[src/hdl/sjr_pkg.sv]
// shared types, constants and helpers for the survival jump recursion block
package sjr_pkg;

  // fixed point and word widths
  localparam int unsigned FRAC_BITS_DEF = 32;
  localparam int unsigned WORD_W        = 48;
  localparam int unsigned DIV_W         = 64;
  localparam int unsigned QUO_W         = WORD_W - 1;
  localparam int unsigned CNT_W         = 16;
  localparam int unsigned IN_DATA_W     = 32;
  localparam int unsigned OUT_DATA_W    = 2 * WORD_W;

  // saturation limits, as 48-bit words and as 64-bit words
  localparam logic signed [WORD_W-1:0] W48_MAX = 48'sh7FFF_FFFF_FFFF;
  localparam logic signed [WORD_W-1:0] W48_MIN = 48'sh8000_0000_0000;
  localparam logic signed [DIV_W-1:0]  W64_MAX = 64'sh0000_7FFF_FFFF_FFFF;
  localparam logic signed [DIV_W-1:0]  W64_MIN = 64'shFFFF_8000_0000_0000;

  // sequencer states
  typedef enum logic [2:0] {
    ST_IDLE,
    ST_PREP,
    ST_WSTART,
    ST_WWAIT,
    ST_SURV,
    ST_ASTART,
    ST_AWAIT,
    ST_FINISH
  } sjr_state_e;

  // status from the shared reciprocal unit
  typedef struct packed {
    logic done;
    logic fault;
  } sjr_recip_stat_t;

  // clamp a 64-bit signed value to the 48-bit signed range
  function automatic logic signed [WORD_W-1:0] sat48(input logic signed [DIV_W-1:0] v);
    logic signed [WORD_W-1:0] r;
    if (v > W64_MAX) begin
      r = W48_MAX;
    end else if (v < W64_MIN) begin
      r = W48_MIN;
    end else begin
      r = v[WORD_W-1:0];
    end
    return r;
  endfunction

endpackage

[src/hdl/kmc_survival_jump_recursion_top.sv]
// top level: sequencer, recursion state and output register around the reciprocal unit
//
// Takes one sample per beat (tuser = observed flag, tdata = Q16.16 constraint value) and
// returns one beat with the jump weight and survival value in
// Q(48-FRAC_BITS).FRAC_BITS, a divide fault flag in tuser and tlast on the final
// sample of a set. All reciprocals go through one restoring divider that produces one
// quotient bit per cycle over 2*FRAC_BITS+1 steps (a zero divisor finishes at once).
// An observed sample, or a censored one after the first, needs one division; a
// censored first sample needs two. Input is refused while a sample is in work; a
// finished result sits in the output register so the next sample can be taken while
// it waits, and a sample stalls at its end while that register is still full.
// sample_count may be written only while idle.
module kmc_survival_jump_recursion_top #(
  parameter int unsigned FRAC_BITS = sjr_pkg::FRAC_BITS_DEF
) (
  input  logic                               clk_i,
  input  logic                               rst_ni,
  // configuration: sample_count
  input  logic                               cfg_we_i,
  input  logic [sjr_pkg::CNT_W-1:0]          cfg_wdata_i,
  // sample input
  input  logic                               s_axis_tvalid_i,
  output logic                               s_axis_tready_o,
  input  logic [sjr_pkg::IN_DATA_W-1:0]      s_axis_tdata_i,   // [31:0] constraint_value
  input  logic                               s_axis_tuser_i,   // [0] observed
  // result output
  output logic                               m_axis_tvalid_o,
  input  logic                               m_axis_tready_i,
  output logic [sjr_pkg::OUT_DATA_W-1:0]     m_axis_tdata_o,   // [47:0] jump_weight,
                                                               // [95:48] survival
  output logic                               m_axis_tuser_o,   // [0] divide_fault
  output logic                               m_axis_tlast_o
);

  localparam int unsigned W  = sjr_pkg::WORD_W;
  localparam int unsigned DW = sjr_pkg::DIV_W;
  localparam logic signed [DW-1:0] ONE = 64'sd1 <<< FRAC_BITS;

  sjr_pkg::sjr_state_e state_q, state_d;

  // recursion state and configuration
  logic [sjr_pkg::CNT_W-1:0] count_q;
  logic [sjr_pkg::CNT_W-1:0] idx_q;
  logic signed [W-1:0]       prev_q;
  logic signed [W-1:0]       acc_q;

  // per-sample work registers
  logic                      obs_q;
  logic                      first_q;
  logic                      last_q;
  logic                      fault_q;
  logic signed [DW-1:0]      base_q;
  logic signed [DW-1:0]      div_q;
  logic signed [W-1:0]       w_q;
  logic signed [W-1:0]       s_q;

  // output register
  logic                      m_valid_q;
  logic [sjr_pkg::OUT_DATA_W-1:0] m_data_q;
  logic                      m_user_q;
  logic                      m_last_q;

  // reciprocal unit link
  logic                      recip_start;
  logic signed [W-1:0]       recip_q;
  sjr_pkg::sjr_recip_stat_t  recip_stat;

  // combinational helpers
  logic                      in_acc;
  logic                      out_free;
  logic [sjr_pkg::CNT_W-1:0] n_eff;
  logic signed [DW-1:0]      nq;
  logic signed [DW-1:0]      g_sc;
  logic signed [DW-1:0]      surv_base;
  logic signed [W-1:0]       w_out;

  assign in_acc   = s_axis_tvalid_i & s_axis_tready_o;
  assign out_free = ~m_valid_q | m_axis_tready_i;

  // n and constraint value scaled to FRAC_BITS, survival base, clamped last weight
  always_comb begin
    n_eff     = (count_q == '0) ? sjr_pkg::CNT_W'(1) : count_q;
    nq        = $signed(DW'(n_eff)) <<< FRAC_BITS;
    g_sc      = DW'($signed(s_axis_tdata_i)) <<< (FRAC_BITS - 16);
    surv_base = first_q ? ONE : DW'(prev_q);
    w_out     = (last_q && w_q[W-1]) ? '0 : w_q;
  end

  sjr_recip #(
    .FRAC_BITS (FRAC_BITS)
  ) u_recip (
    .clk_i      (clk_i),
    .rst_ni     (rst_ni),
    .start_i    (recip_start),
    .divisor_i  (div_q),
    .quotient_o (recip_q),
    .stat_o     (recip_stat)
  );

  // next state
  always_comb begin
    state_d = state_q;
    unique case (state_q)
      sjr_pkg::ST_IDLE:   if (s_axis_tvalid_i) state_d = sjr_pkg::ST_PREP;
      sjr_pkg::ST_PREP: begin
        state_d = (first_q || obs_q) ? sjr_pkg::ST_WSTART : sjr_pkg::ST_SURV;
      end
      sjr_pkg::ST_WSTART: state_d = sjr_pkg::ST_WWAIT;
      sjr_pkg::ST_WWAIT:  if (recip_stat.done) state_d = sjr_pkg::ST_SURV;
      sjr_pkg::ST_SURV: begin
        state_d = obs_q ? sjr_pkg::ST_FINISH : sjr_pkg::ST_ASTART;
      end
      sjr_pkg::ST_ASTART: state_d = sjr_pkg::ST_AWAIT;
      sjr_pkg::ST_AWAIT:  if (recip_stat.done) state_d = sjr_pkg::ST_FINISH;
      sjr_pkg::ST_FINISH: if (out_free) state_d = sjr_pkg::ST_IDLE;
      default:            state_d = sjr_pkg::ST_IDLE;
    endcase
  end

  // sequencer outputs
  always_comb begin
    s_axis_tready_o = (state_q == sjr_pkg::ST_IDLE);
    recip_start     = (state_q == sjr_pkg::ST_WSTART) || (state_q == sjr_pkg::ST_ASTART);
  end

  // state, configuration and recursion registers
  always_ff @(posedge clk_i or negedge rst_ni) begin
    if (!rst_ni) begin
      state_q   <= sjr_pkg::ST_IDLE;
      count_q   <= sjr_pkg::CNT_W'(1);
      idx_q     <= '0;
      prev_q    <= '0;
      acc_q     <= '0;
      m_valid_q <= 1'b0;
    end else begin
      state_q <= state_d;
      if (cfg_we_i) begin
        count_q <= cfg_wdata_i;
      end
      // a first sample restarts the sum; a censored one then adds its own term
      if (state_q == sjr_pkg::ST_SURV && first_q) begin
        acc_q <= '0;
      end
      if (state_q == sjr_pkg::ST_AWAIT && recip_stat.done) begin
        acc_q <= sjr_pkg::sat48(DW'(acc_q) + DW'(recip_q));
      end
      if (state_q == sjr_pkg::ST_FINISH && out_free) begin
        prev_q    <= s_q;
        idx_q     <= last_q ? '0 : idx_q + 1'b1;
        m_valid_q <= 1'b1;
      end else if (m_axis_tready_i) begin
        m_valid_q <= 1'b0;
      end
    end
  end

  // per-sample datapath
  always_ff @(posedge clk_i) begin
    unique case (state_q)
      sjr_pkg::ST_IDLE: begin
        if (in_acc) begin
          obs_q   <= s_axis_tuser_i;
          first_q <= (idx_q == '0);
          last_q  <= (idx_q >= n_eff - 1'b1);
          fault_q <= 1'b0;
          base_q  <= nq - g_sc;
        end
      end
      sjr_pkg::ST_PREP: begin
        div_q <= first_q ? base_q : base_q - DW'(acc_q);
        w_q   <= '0;
      end
      sjr_pkg::ST_WWAIT: begin
        if (recip_stat.done) begin
          w_q     <= recip_q;
          fault_q <= fault_q | recip_stat.fault;
        end
      end
      sjr_pkg::ST_SURV: begin
        s_q   <= sjr_pkg::sat48(surv_base - DW'(w_q));
        div_q <= DW'(sjr_pkg::sat48(surv_base - DW'(w_q)));
      end
      sjr_pkg::ST_AWAIT: begin
        if (recip_stat.done) begin
          fault_q <= fault_q | recip_stat.fault;
        end
      end
      sjr_pkg::ST_FINISH: begin
        if (out_free) begin
          m_data_q <= {s_q, w_out};
          m_user_q <= fault_q;
          m_last_q <= last_q;
        end
      end
      default: begin
      end
    endcase
  end

  assign m_axis_tvalid_o = m_valid_q;
  assign m_axis_tdata_o  = m_data_q;
  assign m_axis_tuser_o  = m_user_q;
  assign m_axis_tlast_o  = m_last_q;

endmodule

[src/hdl/sjr_recip.sv]
// iterative reciprocal unit: 2^(2q) / d, one quotient bit per cycle, saturated to 48 bits
module sjr_recip #(
  parameter int unsigned FRAC_BITS = sjr_pkg::FRAC_BITS_DEF
) (
  input  logic                                 clk_i,
  input  logic                                 rst_ni,
  input  logic                                 start_i,
  input  logic signed [sjr_pkg::DIV_W-1:0]     divisor_i,
  output logic signed [sjr_pkg::WORD_W-1:0]    quotient_o,
  output sjr_pkg::sjr_recip_stat_t             stat_o
);

  localparam int unsigned TOP_BIT = 2 * FRAC_BITS;
  localparam int unsigned CW      = $clog2(TOP_BIT + 1);

  logic                          busy_q;
  logic                          done_q;
  logic                          zero_q;
  logic                          neg_q;
  logic                          over_q;
  logic [CW-1:0]                 cnt_q;
  logic [sjr_pkg::DIV_W-1:0]     mag_q;
  logic [sjr_pkg::DIV_W-1:0]     rem_q;
  logic [sjr_pkg::QUO_W-1:0]     quo_q;

  logic [sjr_pkg::DIV_W-1:0]     rem_sh;
  logic                          ge;
  logic [sjr_pkg::DIV_W-1:0]     rem_nx;

  // one restoring step: shift in the dividend bit, compare and subtract
  always_comb begin
    rem_sh = {rem_q[sjr_pkg::DIV_W-2:0], (cnt_q == CW'(TOP_BIT))};
    ge     = (rem_sh >= mag_q);
    rem_nx = ge ? (rem_sh - mag_q) : rem_sh;
  end

  // control: busy flag, bit counter and done pulse
  always_ff @(posedge clk_i or negedge rst_ni) begin
    if (!rst_ni) begin
      busy_q <= 1'b0;
      done_q <= 1'b0;
      cnt_q  <= '0;
    end else begin
      done_q <= 1'b0;
      if (start_i) begin
        if (divisor_i == '0) begin
          busy_q <= 1'b0;
          done_q <= 1'b1;
        end else begin
          busy_q <= 1'b1;
          cnt_q  <= CW'(TOP_BIT);
        end
      end else if (busy_q) begin
        if (cnt_q == '0) begin
          busy_q <= 1'b0;
          done_q <= 1'b1;
        end else begin
          cnt_q <= cnt_q - 1'b1;
        end
      end
    end
  end

  // datapath: magnitude, partial remainder and quotient bits
  always_ff @(posedge clk_i) begin
    if (start_i) begin
      zero_q <= (divisor_i == '0);
      neg_q  <= divisor_i[sjr_pkg::DIV_W-1];
      mag_q  <= divisor_i[sjr_pkg::DIV_W-1] ? sjr_pkg::DIV_W'(-divisor_i)
                                            : sjr_pkg::DIV_W'(divisor_i);
      rem_q  <= '0;
      quo_q  <= '0;
      over_q <= 1'b0;
    end else if (busy_q) begin
      rem_q <= rem_nx;
      quo_q <= {quo_q[sjr_pkg::QUO_W-2:0], ge};
      if (ge && (int'(cnt_q) >= int'(sjr_pkg::QUO_W))) begin
        over_q <= 1'b1;
      end
    end
  end

  // sign and saturation of the finished quotient
  always_comb begin
    if (zero_q) begin
      quotient_o = sjr_pkg::W48_MAX;
    end else if (over_q) begin
      quotient_o = neg_q ? sjr_pkg::W48_MIN : sjr_pkg::W48_MAX;
    end else if (neg_q) begin
      quotient_o = -$signed({1'b0, quo_q});
    end else begin
      quotient_o = $signed({1'b0, quo_q});
    end
  end

  assign stat_o.done  = done_q;
  assign stat_o.fault = done_q & zero_q;

endmodule

[config.mk]
export PLATFORM = sky130hd
export DESIGN_NAME = kmc_survival_jump_recursion_top
export DESIGN_NICKNAME = d
export VERILOG_FILES = /design/src/hdl/sjr_pkg.sv /design/src/hdl/kmc_survival_jump_recursion_top.sv /design/src/hdl/sjr_recip.sv
export SDC_FILE = /design/constraint.sdc
export NUM_CORES = 2
export LEC_CHECK = 0
export BUFFER_PORTS_ARGS = -buffer_cell sky130_fd_sc_hd__buf_4
export CORE_MARGIN = 1
export CORE_UTILIZATION = 55
export CTS_CLUSTER_DIAMETER = 50
export CTS_CLUSTER_SIZE = 8
export DETAILED_ROUTE_END_ITERATION = 7
export GPL_TIMING_DRIVEN = 0
export HOLD_SLACK_MARGIN = 0.08
export PLACE_DENSITY = 0.75
export SLEW_MARGIN = 30
export SYNTH_ARGS = -nofsm -noshare
export SYNTH_HDL_FRONTEND = slang
export SYNTH_SLANG_ARGS = --single-unit
[constraint.sdc]
create_clock -name clk_i -period 7.45 [get_ports clk_i]
set_input_delay 1.49 -clock clk_i [delete_from_list [all_inputs] [get_ports clk_i]]
set_output_delay 1.49 -clock clk_i [all_outputs]
set_load 0.005 [all_outputs]
==> out/metrics.yaml <==
setup_path:
  max_stage_delay_ps: 690
  path_cells: "clkbuf_1 > clkbuf_2 > clkbuf_1 > nor2b_1 > ha_1 > clkbuf_1 > and4_1 > and3_1 > nand2_1 > nor2_1 > o211ai_1 > a211oi_1 > or2_2 > a21oi_1 > a31oi_1 > clkbuf_1 > clkbuf_1 > a31oi_1"
  cpMostUsedCell: "clkbuf_1"
  startpoint_type: "register"
  end_kind: "register"
  r2r-start: "first_q"
  crit_required_ps: 7720
  rrSetupSlack_ps: 230
  cp_slowest_cell: "clkbuf_1"
  worstReg2RegEnd: "div_q[42]"
  rr_worst_depth: 18
  worstPathMaxFanout: 10
  critPathKind: "register to register"
  worst_ep_arrival_time_ps: 7490
synthesis:
  synth.top_cell.area_share_pct: 27.1
  synthTopCellsByArea: "edfxtp_1, dfrtp_1, ha_1"
  async_flop_share_pct: 23.0
  syn_nets: 4710
  synth_area_um2: 40100
  postSynthAreaPerCell_um2: 9.07
  ys_warn_count: 0
  yosysMostFrequentCell: "nand2_1"
  synth_ff_type: "edfxtp_1"
  ys_ff_latch: 614
  synth_top_area_cell: "edfxtp_1"
  synth-edff-count: 362
  seq_area_frac_synth_pct: 41.5
  ys_types: 82
  synth_commonest_cells: "nand2_1, a21oi_1, edfxtp_1"
  synth_cells: 4416
route:
  drt-vias-per-instance: 6.17
  firstDrtPassIters: 6
  first_iter_violations: 3534
  finalWirelength_mm: 130
  wl_met3_mm: 8.10
  highest_layer: "met5"
  route.layer.met1.wl_mm: 52.6
  drtAntennaViolNets: 0
  drcViolationCount: 0
  wl_met2_mm: 61.7
  via_count: 35300
  wl_per_cell_um: 22.8
power_and_ir_drop:
  vdd_drop_max_mv: 0.276
  leakage_nw: 19.9
  p_per_area_nw_per_um2: 525
place:
  gp_congestion: 1.01
  numPortBuffers: 152
  dp_hpwl_mm: 101
  place_area_um2: 42700
  dp_cells: 5529
clock_network:
  numCtsBuffers: 97
  cts_root_buf: "clkbuf_16"
  cts_tree: "done"
  clkTransAtPathRegs_ps: 60
  clkLatencyLatePin_ps: 660
  htreeDepth: 3
  cts.sinks: 614
  ctsLongestPathBuffers: 3
grt:
  grt_pass1_wl_mm: 196
  antenna_found_initial: 5
  gr-total-overflow: 0
  grt.total_usage_pct: 34.7
  grt_max_degree: 81
  grt_pass1_vias: 33500
worst_hold_path:
  min_to: "m_axis_tdata_o[77]"
  min_path_type: "register to register"
  holdCritStartpoint: "s_q[29]"
  hold_depth: 0
sta:
  rsz0062_at_grt: "false"
  slew_headroom_pct: 28.9
  clock_skew_ps: 26.9
  period_share_pct: 96.9
  hold_viol_final: 0
  fmax_mhz: 139
  finalMaxSlewViolations: 0
  tightest_slew_ps: 1060
  setup_viol: 0
  period_minus_slack_ps: 7220
floorplanning:
  die_area_um2: 73900
  die_h_um: 272
  ios: 154
  start_util_pct: 55.8
  die_width_um: 272
  core_area_um2: 71700
  rows: 98
finish:
  fin_cells: 5711
  nNetsFinal: 4972
  fin_area_um2: 45700
  drive_gt1_share_pct: 7.98
  synthToLayoutAreaGrowth_pct: 14.1
  num_antenna_cells: 0
flow_run:
  drv_cap: 0
status:
  status: "finished, final reports clean"
[flip-flops by register name, indices dropped and copies added (netlist names), 47 cells and up]
| name | flops |
|---|---|
| s_q | 48 |
| acc_q | 48 |
| u_recip.quo_q | 47 |
| m_axis_tdata_o | 96 |
| div_q | 64 |
| w_q | 48 |
| u_recip.rem_q | 63 |
| u_recip.mag_q | 64 |
| prev_q | 48 |
[metal layers]
metal / vias to the layer above / track usage [%]
met5: - / 0
met4: 4 / 18.9
met3: 397 / 4.53
met2: 1482 / 58.0
met1: 16800 / 43.6
li1: 16600 / -
[power breakdown]
group	switching, mW	internal (mW)
registers	0.819	5.23
clock network	1.62	2.57
logic	8.80	4.98
total	11.2	12.8
[worst max path at each step]
stage | startpoint | endpoint | slack [ps] | cells after the start
2_1_floorplan | u_recip.quo_q[6] | acc_q[17] | 1810 | 21
3_3_place_gp | m_axis_tready_i | m_axis_tdata_o[46] | -360 | 7
3_5_place_dp | u_recip.quo_q[6] | acc_q[40] | 30 | 21
4_1_cts | u_recip.quo_q[6] | acc_q[40] | 7 | 21
5_1_grt | u_recip.quo_q[6] | acc_q[39] | 40 | 21
6_report | first_q | div_q[42] | 230 | 18
[cell usage in the layout, fill, tap and decap left out, types with 35 or more instances in the layout]
cell	n
a211o_1	40
a211oi_1	83
a21o_1	178
a21oi_1	370
a221o_1	49
a31oi_1	75
buf_4	151
clkbuf_1	291
clkbuf_16	98
dfrtp_1	140
dfxtp_1	111
edfxtp_1	362
ha_1	237
inv_1	236
mux2i_1	72
nand2_1	513
nand2b_1	45
nand3_1	40
nand4_1	59
nor2_1	327
nor2b_1	119
nor3_1	61
nor4_1	35
o21ai_0	235
o21bai_1	40
or3_1	45
xnor2_1	200
xor2_1	92
[kinds of logic after synthesis]
group,share of synthesized area [%]
AOI/OAI and AO/OA,21.3
xor gates and xnor gates,6.38
adders and majority gates,7.55
buffers and inverters,4.67
DFF,41.5
muxes,2.33
and+or+nand+nor,16.3
[through the flow]
step / power [mW] / setup slack, ps / TNS [ps] / utilization, % / hold WS, ps
3_5_place_dp: 19.4 / 28.1 / 0 / 59.5 / 434
3_3_place_gp: 19.2 / -355 / -35930 / 59.1 / 439
5_1_grt: 25.4 / 37.5 / 0 / 63.7 / 463
6_report: 24.0 / 232 / 0 / 63.7 / 445
4_1_cts: 23.7 / 7.10 / 0 / 63.7 / 444
2_1_floorplan: 15.3 / 1810 / 0 / - / 424
[final cells by class]
| cell class | instances | area [um^2] |
|---|---|---|
| multi-input cells | 3304 | 21600 |
| repair buffers | 163 | 1410 |
| clock buffers | 160 | 2740 |
| well taps | 950 | 1190 |
| flip-flops and latches | 614 | 16600 |
| fillers | 6043 | 26000 |
| inverters | 237 | 890 |
| clock inverters | 22 | 240 |
| plain buffers | 261 | 998 |
[worst max-delay path: cells and delay by family (launching register included)]
kind | cells | cell delay (ps)
buffers and inverters | 6 | 3060
and+or+nand+nor | 6 | 1120
adders and majority gates | 1 | 280
DFF | 1 | 620
AOI/OAI and AO/OA | 5 | 1730
[timing repair]
action	CTS	global route
hold buffers	0	0
setup endpoints to repair	0	54
buffers inserted	0	0
gates resized for setup	0	15
Power figures use the tool's default switching activity.
